===== src/hw/rtl/bla_pkg.sv =====
// ----------------------------------------------------------------------------
// bla_pkg: battery level averager package
// Sizes, register indexes, controller states and the command/status
// structs shared by the controller, the datapath and the top level.
// ----------------------------------------------------------------------------
package bla_pkg;

    // window and field sizes
    localparam int WINDOW    = 8;
    localparam int SAMPLE_W  = 12;
    localparam int MV_W      = 12;
    localparam int LEVEL_W   = 3;
    localparam int IDX_W     = (WINDOW > 1) ? $clog2(WINDOW) : 1;
    localparam int CNT_W     = $clog2(WINDOW + 1);
    localparam int SUM_W     = $clog2(WINDOW * ((1 << SAMPLE_W) - 1) + 1);
    localparam int DIV_CNT_W = $clog2(SUM_W);

    // millivolt scaling: mv = avg * SCALE_MV / 2^SAMPLE_W
    localparam int SCALE_MV  = 2500;
    localparam int SCALE_W   = 12;
    localparam int PROD_W    = SAMPLE_W + SCALE_W;

    // configuration port
    localparam int CFG_IDX_W  = 8;
    localparam int CFG_DATA_W = 12;

    typedef enum logic [CFG_IDX_W-1:0] {
        REG_LEVEL4 = 8'd0,
        REG_LEVEL3 = 8'd1,
        REG_LEVEL2 = 8'd2,
        REG_LEVEL1 = 8'd3
    } reg_idx_t;

    localparam logic [MV_W-1:0] LEVEL4_RESET = 12'd1661;
    localparam logic [MV_W-1:0] LEVEL3_RESET = 12'd1591;
    localparam logic [MV_W-1:0] LEVEL2_RESET = 12'd1521;
    localparam logic [MV_W-1:0] LEVEL1_RESET = 12'd1451;

    // battery level codes
    localparam logic [LEVEL_W-1:0] LEVEL_NONE = 3'd0;
    localparam logic [LEVEL_W-1:0] LEVEL_ONE  = 3'd1;
    localparam logic [LEVEL_W-1:0] LEVEL_TWO  = 3'd2;
    localparam logic [LEVEL_W-1:0] LEVEL_THR  = 3'd3;
    localparam logic [LEVEL_W-1:0] LEVEL_FOUR = 3'd4;

    // stream widths
    localparam int S_DATA_W = 16;
    localparam int M_DATA_W = 32;

    // controller states
    typedef enum logic [2:0] {
        ST_IDLE,
        ST_LOAD,
        ST_UPDATE,
        ST_DIVIDE,
        ST_SCALE,
        ST_FINISH
    } state_t;

    // controller to datapath commands
    typedef struct packed {
        logic accept;     // latch the incoming sample
        logic load;       // read the ring entry about to be replaced
        logic update;     // update ring, sum, count, index; start the divide
        logic div_step;   // one restoring divide step
        logic scale;      // multiply the mean by the millivolt scale
        logic finish;     // load the result register
    } cmd_t;

    // datapath to controller status
    typedef struct packed {
        logic div_last;   // current divide step is the last one
        logic out_free;   // result register can take a new result
    } status_t;

endpackage


===== src/hw/rtl/bla_ctrl.sv =====
// ----------------------------------------------------------------------------
// bla_ctrl: battery level averager controller
// Sequences one request through ring update, divide, scaling and result load.
// ----------------------------------------------------------------------------
module bla_ctrl (
    input  logic             aclk,
    input  logic             aresetn,
    input  logic             s_tvalid,
    output logic             s_tready,
    input  bla_pkg::status_t status,
    output bla_pkg::cmd_t    cmd
);

    bla_pkg::state_t state_reg;
    bla_pkg::state_t state_next;

    // state register
    always_ff @(posedge aclk) begin
        if (!aresetn) begin
            state_reg <= bla_pkg::ST_IDLE;
        end else begin
            state_reg <= state_next;
        end
    end

    // next state
    always_comb begin
        state_next = state_reg;
        unique case (state_reg)
            bla_pkg::ST_IDLE: begin
                if (s_tvalid) begin
                    state_next = bla_pkg::ST_LOAD;
                end
            end
            bla_pkg::ST_LOAD: begin
                state_next = bla_pkg::ST_UPDATE;
            end
            bla_pkg::ST_UPDATE: begin
                state_next = bla_pkg::ST_DIVIDE;
            end
            bla_pkg::ST_DIVIDE: begin
                if (status.div_last) begin
                    state_next = bla_pkg::ST_SCALE;
                end
            end
            bla_pkg::ST_SCALE: begin
                state_next = bla_pkg::ST_FINISH;
            end
            bla_pkg::ST_FINISH: begin
                if (status.out_free) begin
                    state_next = bla_pkg::ST_IDLE;
                end
            end
            default: begin
                state_next = bla_pkg::ST_IDLE;
            end
        endcase
    end

    // outputs
    always_comb begin
        s_tready     = (state_reg == bla_pkg::ST_IDLE);
        cmd          = '0;
        cmd.accept   = (state_reg == bla_pkg::ST_IDLE) && s_tvalid;
        cmd.load     = (state_reg == bla_pkg::ST_LOAD);
        cmd.update   = (state_reg == bla_pkg::ST_UPDATE);
        cmd.div_step = (state_reg == bla_pkg::ST_DIVIDE);
        cmd.scale    = (state_reg == bla_pkg::ST_SCALE);
        cmd.finish   = (state_reg == bla_pkg::ST_FINISH) && status.out_free;
    end

endmodule


===== src/hw/rtl/bla_datapath.sv =====
// ----------------------------------------------------------------------------
// bla_datapath: battery level averager datapath
// Sample ring, running sum, bit-serial divider, millivolt scaling, level
// thresholds and the result register.
// ----------------------------------------------------------------------------
module bla_datapath (
    input  logic                              aclk,
    input  logic                              aresetn,
    input  bla_pkg::cmd_t                     cmd,
    output bla_pkg::status_t                  status,
    input  logic [bla_pkg::SAMPLE_W-1:0]      sample_in,
    input  logic                              cfg_valid,
    input  logic [bla_pkg::CFG_IDX_W-1:0]     cfg_index,
    input  logic [bla_pkg::CFG_DATA_W-1:0]    cfg_data,
    output logic                              m_tvalid,
    input  logic                              m_tready,
    output logic                              res_valid,
    output logic [bla_pkg::SAMPLE_W-1:0]      res_average,
    output logic [bla_pkg::MV_W-1:0]          res_voltage,
    output logic [bla_pkg::LEVEL_W-1:0]       res_level
);

    localparam logic [bla_pkg::CNT_W-1:0] WIN_CNT  = bla_pkg::CNT_W'(bla_pkg::WINDOW);
    localparam logic [bla_pkg::IDX_W-1:0] IDX_LAST = bla_pkg::IDX_W'(bla_pkg::WINDOW - 1);
    localparam logic [bla_pkg::SCALE_W-1:0] SCALE_K = bla_pkg::SCALE_W'(bla_pkg::SCALE_MV);

    // thresholds
    logic [bla_pkg::MV_W-1:0] lvl4_reg, lvl3_reg, lvl2_reg, lvl1_reg;

    // ring and running state
    logic [bla_pkg::SAMPLE_W-1:0] ring [bla_pkg::WINDOW];
    logic [bla_pkg::SAMPLE_W-1:0] sample_reg;
    logic [bla_pkg::SAMPLE_W-1:0] old_reg;
    logic [bla_pkg::SUM_W-1:0]    sum_reg, sum_next;
    logic [bla_pkg::CNT_W-1:0]    fill_reg, fill_next;
    logic [bla_pkg::IDX_W-1:0]    widx_reg, widx_next;
    logic                         full;

    // divider
    logic [bla_pkg::CNT_W-1:0]     divisor_reg;
    logic [bla_pkg::CNT_W-1:0]     rem_reg, rem_next;
    logic [bla_pkg::SUM_W-1:0]     quo_reg, quo_next;
    logic [bla_pkg::DIV_CNT_W-1:0] dcnt_reg;
    logic [bla_pkg::CNT_W:0]       rem_shift;
    logic [bla_pkg::CNT_W:0]       rem_diff;

    // scaling and levels
    logic [bla_pkg::PROD_W-1:0]   prod_reg;
    logic [bla_pkg::SAMPLE_W-1:0] avg;
    logic [bla_pkg::MV_W-1:0]     mv;
    logic [bla_pkg::LEVEL_W-1:0]  level;

    // result register
    logic                         out_valid_reg;
    logic [bla_pkg::SAMPLE_W-1:0] out_avg_reg;
    logic [bla_pkg::MV_W-1:0]     out_mv_reg;
    logic [bla_pkg::LEVEL_W-1:0]  out_level_reg;

    // threshold register writes
    always_ff @(posedge aclk) begin
        if (!aresetn) begin
            lvl4_reg <= bla_pkg::LEVEL4_RESET;
            lvl3_reg <= bla_pkg::LEVEL3_RESET;
            lvl2_reg <= bla_pkg::LEVEL2_RESET;
            lvl1_reg <= bla_pkg::LEVEL1_RESET;
        end else if (cfg_valid) begin
            unique case (cfg_index)
                bla_pkg::REG_LEVEL4: lvl4_reg <= cfg_data;
                bla_pkg::REG_LEVEL3: lvl3_reg <= cfg_data;
                bla_pkg::REG_LEVEL2: lvl2_reg <= cfg_data;
                bla_pkg::REG_LEVEL1: lvl1_reg <= cfg_data;
                default: ;
            endcase
        end
    end

    // running state update
    always_comb begin
        full      = (fill_reg == WIN_CNT);
        fill_next = full ? WIN_CNT : fill_reg + 1'b1;
        widx_next = (widx_reg == IDX_LAST) ? '0 : widx_reg + 1'b1;
        sum_next  = sum_reg + bla_pkg::SUM_W'(sample_reg)
                  - (full ? bla_pkg::SUM_W'(old_reg) : '0);
    end

    always_ff @(posedge aclk) begin
        if (!aresetn) begin
            sum_reg  <= '0;
            fill_reg <= '0;
            widx_reg <= '0;
        end else if (cmd.update) begin
            sum_reg  <= sum_next;
            fill_reg <= fill_next;
            widx_reg <= widx_next;
        end
    end

    // sample capture and ring access
    always_ff @(posedge aclk) begin
        if (cmd.accept) begin
            sample_reg <= sample_in;
        end
        if (cmd.load) begin
            old_reg <= ring[widx_reg];
        end
        if (cmd.update) begin
            ring[widx_reg] <= sample_reg;
        end
    end

    // restoring divide step, one quotient bit per cycle
    always_comb begin
        rem_shift = {rem_reg, quo_reg[bla_pkg::SUM_W-1]};
        rem_diff  = rem_shift - {1'b0, divisor_reg};
        quo_next  = {quo_reg[bla_pkg::SUM_W-2:0], ~rem_diff[bla_pkg::CNT_W]};
        rem_next  = rem_diff[bla_pkg::CNT_W] ? rem_shift[bla_pkg::CNT_W-1:0]
                                             : rem_diff[bla_pkg::CNT_W-1:0];
    end

    always_ff @(posedge aclk) begin
        if (!aresetn) begin
            dcnt_reg <= '0;
        end else if (cmd.update) begin
            dcnt_reg <= bla_pkg::DIV_CNT_W'(bla_pkg::SUM_W - 1);
        end else if (cmd.div_step && dcnt_reg != '0) begin
            dcnt_reg <= dcnt_reg - 1'b1;
        end
    end

    always_ff @(posedge aclk) begin
        if (cmd.update) begin
            divisor_reg <= fill_next;
            rem_reg     <= '0;
            quo_reg     <= sum_next;
        end else if (cmd.div_step) begin
            rem_reg <= rem_next;
            quo_reg <= quo_next;
        end
    end

    // millivolt scaling
    assign avg = quo_reg[bla_pkg::SAMPLE_W-1:0];

    always_ff @(posedge aclk) begin
        if (cmd.scale) begin
            prod_reg <= bla_pkg::PROD_W'(avg) * bla_pkg::PROD_W'(SCALE_K);
        end
    end

    assign mv = prod_reg[bla_pkg::PROD_W-1:bla_pkg::SAMPLE_W];

    // threshold check, level four first
    always_comb begin
        priority if (mv >= lvl4_reg) begin
            level = bla_pkg::LEVEL_FOUR;
        end else if (mv >= lvl3_reg) begin
            level = bla_pkg::LEVEL_THR;
        end else if (mv >= lvl2_reg) begin
            level = bla_pkg::LEVEL_TWO;
        end else if (mv >= lvl1_reg) begin
            level = bla_pkg::LEVEL_ONE;
        end else begin
            level = bla_pkg::LEVEL_NONE;
        end
    end

    // result register
    always_ff @(posedge aclk) begin
        if (!aresetn) begin
            out_valid_reg <= 1'b0;
        end else if (cmd.finish) begin
            out_valid_reg <= 1'b1;
        end else if (m_tready) begin
            out_valid_reg <= 1'b0;
        end
    end

    always_ff @(posedge aclk) begin
        if (cmd.finish) begin
            out_avg_reg   <= avg;
            out_mv_reg    <= mv;
            out_level_reg <= level;
        end
    end

    assign status.div_last = (dcnt_reg == '0);
    assign status.out_free = !out_valid_reg || m_tready;

    assign m_tvalid    = out_valid_reg;
    assign res_valid   = 1'b1;
    assign res_average = out_avg_reg;
    assign res_voltage = out_mv_reg;
    assign res_level   = out_level_reg;

endmodule


===== src/hw/rtl/battery_level_averager.sv =====
// ----------------------------------------------------------------------------
// battery_level_averager: moving average of battery readings with levels
// Averages the last eight converter readings and reports the mean, the mean
// in millivolts and a battery level from four programmable thresholds.
// ----------------------------------------------------------------------------
// Usage:
//   s_ channel: one 12-bit converter reading per request, s_tdata[11:0].
//   m_ channel: one result per request; m_tdata holds average_raw [11:0],
//     voltage_mv [23:12], battery_level [26:24]; m_tuser[0] is valid_res.
//   cfg channel: cfg_index 0..3 selects level4..level1 minimum millivolts,
//     cfg_data[11:0] is written; other indexes are ignored. Always ready.
// Timing:
//   a request passes from accept through ring load, ring update, the
//   bit-serial divider by the fill count (one quotient bit per cycle),
//   scaling and result load. s_tready is high only while idle, and the
//   controller accepts in its first idle cycle, so it takes no new
//   request until the last one has reached the result register.
//   The result register lets the next request start while a result waits;
//   if m_tready stays low, the block holds its following result and stops
//   accepting until the register frees.
// Reset: aresetn low clears the sum, fill count, write index and result
//   valid, and restores the threshold defaults; ring contents are not cleared.
// ----------------------------------------------------------------------------
module battery_level_averager (
    input  logic                              aclk,
    input  logic                              aresetn,
    // s_tdata: adc_sample [11:0]
    input  logic                              s_tvalid,
    output logic                              s_tready,
    input  logic [bla_pkg::S_DATA_W-1:0]      s_tdata,
    // m_tdata: average_raw [11:0], voltage_mv [23:12], battery_level [26:24]
    output logic                              m_tvalid,
    input  logic                              m_tready,
    output logic [bla_pkg::M_DATA_W-1:0]      m_tdata,
    // m_tuser: valid_res [0]
    output logic [0:0]                        m_tuser,
    input  logic                              cfg_valid,
    output logic                              cfg_ready,
    input  logic [bla_pkg::CFG_IDX_W-1:0]     cfg_index,
    input  logic [bla_pkg::CFG_DATA_W-1:0]    cfg_data
);

    bla_pkg::cmd_t    cmd;
    bla_pkg::status_t status;

    logic                         res_valid;
    logic [bla_pkg::SAMPLE_W-1:0] res_average;
    logic [bla_pkg::MV_W-1:0]     res_voltage;
    logic [bla_pkg::LEVEL_W-1:0]  res_level;

    // controller
    bla_ctrl u_ctrl (
        .aclk     (aclk),
        .aresetn  (aresetn),
        .s_tvalid (s_tvalid),
        .s_tready (s_tready),
        .status   (status),
        .cmd      (cmd)
    );

    // datapath
    bla_datapath u_datapath (
        .aclk        (aclk),
        .aresetn     (aresetn),
        .cmd         (cmd),
        .status      (status),
        .sample_in   (s_tdata[bla_pkg::SAMPLE_W-1:0]),
        .cfg_valid   (cfg_valid),
        .cfg_index   (cfg_index),
        .cfg_data    (cfg_data),
        .m_tvalid    (m_tvalid),
        .m_tready    (m_tready),
        .res_valid   (res_valid),
        .res_average (res_average),
        .res_voltage (res_voltage),
        .res_level   (res_level)
    );

    // result packing
    assign m_tdata = {
        {(bla_pkg::M_DATA_W - bla_pkg::SAMPLE_W - bla_pkg::MV_W - bla_pkg::LEVEL_W){1'b0}},
        res_level, res_voltage, res_average
    };
    assign m_tuser   = res_valid;
    assign cfg_ready = 1'b1;

endmodule


===== config.mk =====
export PLATFORM = sky130hd
export DESIGN_NAME = battery_level_averager
export DESIGN_NICKNAME = d
export VERILOG_FILES = /design/src/hw/rtl/bla_pkg.sv /design/src/hw/rtl/bla_ctrl.sv /design/src/hw/rtl/bla_datapath.sv /design/src/hw/rtl/battery_level_averager.sv
export SDC_FILE = /design/constraint.sdc
export NUM_CORES = 1
export LEC_CHECK = 0
export ABC_AREA = 1
export BUFFER_PORTS_ARGS = -buffer_cell sky130_fd_sc_hd__buf_2
export CAP_MARGIN = 20
export CORE_UTILIZATION = 57
export DETAILED_ROUTE_END_ITERATION = 16
export PLACE_DENSITY_LB_ADDON = 0.12
export SLEW_MARGIN = 20
export SYNTH_ARGS = -nofsm -noshare
export SYNTH_HDL_FRONTEND = slang
export SYNTH_SLANG_ARGS = --single-unit

===== constraint.sdc =====
create_clock -name aclk -period 11.8 [get_ports aclk]
set_input_delay 3.54 -clock aclk [delete_from_list [all_inputs] [get_ports aclk]]
set_output_delay 3.54 -clock aclk [all_outputs]
set_load 0.01 [all_outputs]

==> impl_metrics.xml <==
<?xml version="1.0" encoding="UTF-8"?>
<metrics>
  <group name="place">
    <metric name="place_ws" unit="ns">6.59</metric>
    <metric name="place.port_buffers" unit="">65</metric>
    <metric name="gpl_wtd_cong" unit="">0.871</metric>
    <metric name="detailedPlacementHpwl" unit="microns">21500</metric>
  </group>
  <group name="setup_path">
    <metric name="critical_path_required" unit="ns">8.26</metric>
    <metric name="ff2ff_path_depth" unit="">19</metric>
    <metric name="cp-start-kind" unit="">register</metric>
    <metric name="crit_path_max_fanout" unit="">4</metric>
    <metric name="end_kind" unit="">primary output</metric>
    <metric name="crit_start" unit="">u_ctrl.state_reg[0]</metric>
    <metric name="crit_path_top_delay_cell" unit="">sky130_fd_sc_hd__dfxtp_1</metric>
    <metric name="reg2reg_launch_point" unit="">u_datapath.quo_reg[4]</metric>
    <metric name="worstPathCellList" unit="">inv_2 &gt; nand2_1 &gt; nor2_1 &gt; buf_2</metric>
    <metric name="worst_ep_arrival_time" unit="ns">1.45</metric>
    <metric name="criticalPathCategory" unit="">register to primary output</metric>
    <metric name="worst_path_largest_cell_delay" unit="ns">0.36</metric>
  </group>
  <group name="floorplanning">
    <metric name="die_area" unit="sq um">25600</metric>
    <metric name="die_x" unit="microns">160</metric>
    <metric name="start_util" unit="%">58.4</metric>
    <metric name="core_area" unit="sq um">24400</metric>
    <metric name="fp-row-count" unit="">57</metric>
    <metric name="chipHeight" unit="microns">160</metric>
    <metric name="io_pins" unit="">77</metric>
  </group>
  <group name="synthesis">
    <metric name="synthesis.area" unit="sq um">14200</metric>
    <metric name="area_leader_netlist" unit="">sky130_fd_sc_hd__edfxtp_1</metric>
    <metric name="synth_async_sr_flop_share" unit="%">0</metric>
    <metric name="synth.top_cells.by_area" unit="">sky130_fd_sc_hd__edfxtp_1 (38%), sky130_fd_sc_hd__dfxtp_1 (12%), sky130_fd_sc_hd__ha_1 (11%)</metric>
    <metric name="postSynthRegisterBits" unit="">260</metric>
    <metric name="synth_enable_flop_cells" unit="">178</metric>
    <metric name="synth_cells" unit="">1492</metric>
    <metric name="synthAdderAreaFrac" unit="%">16.3</metric>
    <metric name="ys_seq_area_share" unit="%">49.1</metric>
    <metric name="synth_cell_type_count" unit="">47</metric>
    <metric name="post_synth_xor_area_fraction" unit="%">0.738</metric>
    <metric name="synthTopCellsByCount" unit="">sky130_fd_sc_hd__inv_1 (308), sky130_fd_sc_hd__nand2_1 (295), sky130_fd_sc_hd__edfxtp_1 (178)</metric>
    <metric name="yosys.area_share.simple" unit="%">14.4</metric>
    <metric name="synth_compound_gate_area_share" unit="%">9.60</metric>
    <metric name="postSynth.topFlopCell" unit="">sky130_fd_sc_hd__edfxtp_1</metric>
    <metric name="synth_top_family_by_area" unit="">adder cells</metric>
    <metric name="proportion_of_synthesized_area_in_mux_cells" unit="%">0</metric>
    <metric name="synth.most_common_cell" unit="">sky130_fd_sc_hd__inv_1</metric>
    <metric name="ys_warn_count" unit="">0</metric>
    <metric name="yosysTopAreaCellShare" unit="%">37.5</metric>
    <metric name="synth.avg_cell_area" unit="sq um">9.54</metric>
  </group>
  <group name="clocking">
    <metric name="cts.htree.levels" unit="">1</metric>
    <metric name="cts_buffer_depth" unit="">3</metric>
    <metric name="clkLatencyLatePin" unit="ns">0.56</metric>
    <metric name="postCtsSetupBuffers" unit="">0</metric>
    <metric name="cts-buffers-inserted" unit="">29</metric>
    <metric name="clk_root_buffer_cell" unit="">sky130_fd_sc_hd__clkbuf_16</metric>
    <metric name="cts.reportedPaths.clkPinSlew" unit="ns">0.06</metric>
    <metric name="hold_buffers" unit="">0</metric>
    <metric name="tritoncts_num_sinks" unit="">260</metric>
    <metric name="cts_resized" unit="">0</metric>
    <metric name="tritoncts" unit="">done</metric>
  </group>
  <group name="pwr">
    <metric name="power_leakage" unit="nW">7.54</metric>
    <metric name="irDropWorstVdd" unit="uV">185</metric>
    <metric name="cellPowerDensity" unit="nW/um^2">244</metric>
  </group>
  <group name="detailed_routing">
    <metric name="routed_wl" unit="microns">29300</metric>
    <metric name="route.vias.total" unit="">10000</metric>
    <metric name="drt_drc_violations_left" unit="">0</metric>
    <metric name="vias_cell" unit="">5.25</metric>
    <metric name="iteration_0_drc_count_of_the_detailed_router" unit="">475</metric>
    <metric name="final_antenna_net_count" unit="">0</metric>
    <metric name="avgRoutedWirePerCell" unit="microns">15.4</metric>
    <metric name="dr.pass1.iters" unit="">6</metric>
  </group>
  <group name="finish">
    <metric name="fillerInstances" unit="">1973</metric>
    <metric name="largest_register_ff_count" unit="">96</metric>
    <metric name="num-nets-final" unit="">1767</metric>
    <metric name="share_of_post_route_cells_with_drive_strength_above_1" unit="%">10.2</metric>
    <metric name="area_delta_synth_final" unit="%">10.9</metric>
    <metric name="antenna_cells" unit="">0</metric>
  </group>
  <group name="global_routing">
    <metric name="use_met2" unit="%">40.7</metric>
    <metric name="global_route_wire_length_before_repair" unit="microns">47700</metric>
    <metric name="first_global_vias" unit="">9640</metric>
    <metric name="met1_usage" unit="%">30.5</metric>
    <metric name="grt_antenna_before_repair" unit="">0</metric>
    <metric name="grt_usage" unit="%">23.3</metric>
    <metric name="top_usage_layer" unit="">met2</metric>
    <metric name="maximum_number_of_pins_on_one_net_before_global_route_repair" unit="">66</metric>
    <metric name="grt_util_met3" unit="%">3.17</metric>
    <metric name="globalRouteOverflowTotal" unit="">0</metric>
  </group>
  <group name="sta">
    <metric name="fin_crit_sh" unit="%">42.3</metric>
    <metric name="fin_setup_tns" unit="ns">0</metric>
    <metric name="pins_over_their_slew_limit" unit="">0</metric>
    <metric name="timing_worst_slew_pin_value" unit="ns">1.04</metric>
    <metric name="grt_setup_unrepaired" unit="">false</metric>
    <metric name="finalSetupViolCount" unit="">0</metric>
    <metric name="timing_hold_violations_final" unit="">0</metric>
    <metric name="clock_tree_skew_after_final_layout" unit="ns">0.0152</metric>
    <metric name="slew_headroom" unit="%">30.3</metric>
    <metric name="finalWorstSetupSlack" unit="ns">6.81</metric>
    <metric name="finalWorstPathRequiredPeriod" unit="ns">4.99</metric>
    <metric name="timing.fmax" unit="MHz">200</metric>
  </group>
  <group name="hold_path">
    <metric name="hold_start" unit="">u_datapath.sum_reg[10]</metric>
    <metric name="hold-path-cell-count" unit="">2</metric>
    <metric name="worst_hold_path_type" unit="">register to register</metric>
  </group>
  <group name="status">
    <metric name="run_status" unit="">completed</metric>
  </group>
  <group name="flow_run">
    <metric name="maxCapViolCount" unit="">0</metric>
  </group>
</metrics>
## where the power goes
group / switching, W / leakage (nW) / internal, W / total (W)
sequential: 0.0000888 / 2.28 / 0.00115 / 0.00124
clock: 0.000366 / 0.477 / 0.000521 / 0.000886
combinational: 0.00110 / 4.78 / 0.000629 / 0.00173
total: 0.00156 / 7.54 / 0.00230 / 0.00386
## per-layer routing
layer / part of all wire, % / up-vias
li1: - / 5040
met1: 45 / 4725
met2: 49 / 215
met3: 4.1 / 47
met4: 2.3 / 0
met5: 0 / -
## cells in the final DEF (no fill, tap or decap), drive strengths merged, types with 10 or more instances in the layout
| cell | n |
|---|---|
| a21oi | 80 |
| a22oi | 14 |
| buf | 71 |
| clkbuf | 42 |
| dfxtp | 82 |
| edfxtp | 178 |
| fa | 35 |
| ha | 129 |
| inv | 319 |
| nand2 | 299 |
| nand3 | 67 |
| nand4 | 16 |
| nor2 | 75 |
| o211ai | 34 |
| o21ai | 53 |
| o22ai | 10 |
| xor2 | 10 |
## final cells by class
class / count / area [sq um] / area share, %
sequential: 260 / 6990 / 44.3
multi-input combinational: 884 / 5880 / 37.3
inverter: 316 / 1190 / 7.51
clock buffer: 42 / 840 / 5.32
tap: 324 / 405 / 2.57
timing repair buffer: 71 / 370 / 2.35
clock inverter: 12 / 115 / 0.729
## critical path: cells and delay by family, from the launching register on
kind / cells / cell delay [ns]
and+or+nand+nor: 2 / 0.26
DFF: 1 / 0.36
buffers and inverters: 2 / 0.29
## path summary, 6_finish.rpt
kind / to / slack (ns)
worst max-delay path: s_tready / 6.81
worst min register to register: u_datapath.sum_reg[10] / 0.45
worst max register to register: u_datapath.prod_reg[23] / 7.36
worst min-delay path: u_datapath.sum_reg[10] / 0.45
## stage by stage
step           hold WS (ns)  instance area, sq um  util (%)  power (W)  instances
2_1_floorplan         0.426                 14300         -    0.00255       1497
3_3_place_gp          0.441                 14800      60.8    0.00294       1855
3_5_place_dp          0.446                 14800      60.8    0.00298       1855
4_1_cts               0.456                 15800      64.7    0.00387       1909
5_1_grt               0.470                 15800      64.7    0.00419       1909
6_report              0.453                 15800      64.7    0.00386       1909
## cell families (layout without fill, tap and decap cells)
logic type               Yosys count  after routing
XOR/XNOR                          12             12
AO/OA/AOI/OAI                    219            219
buffers and inverters            353            441
AND/OR/NAND/NOR                  482            482
adder cells (fa/ha/maj)          164            164
other                              2              7
flip-flops                       260            260
No activity file was read; power rests on OpenSTA's default activity.
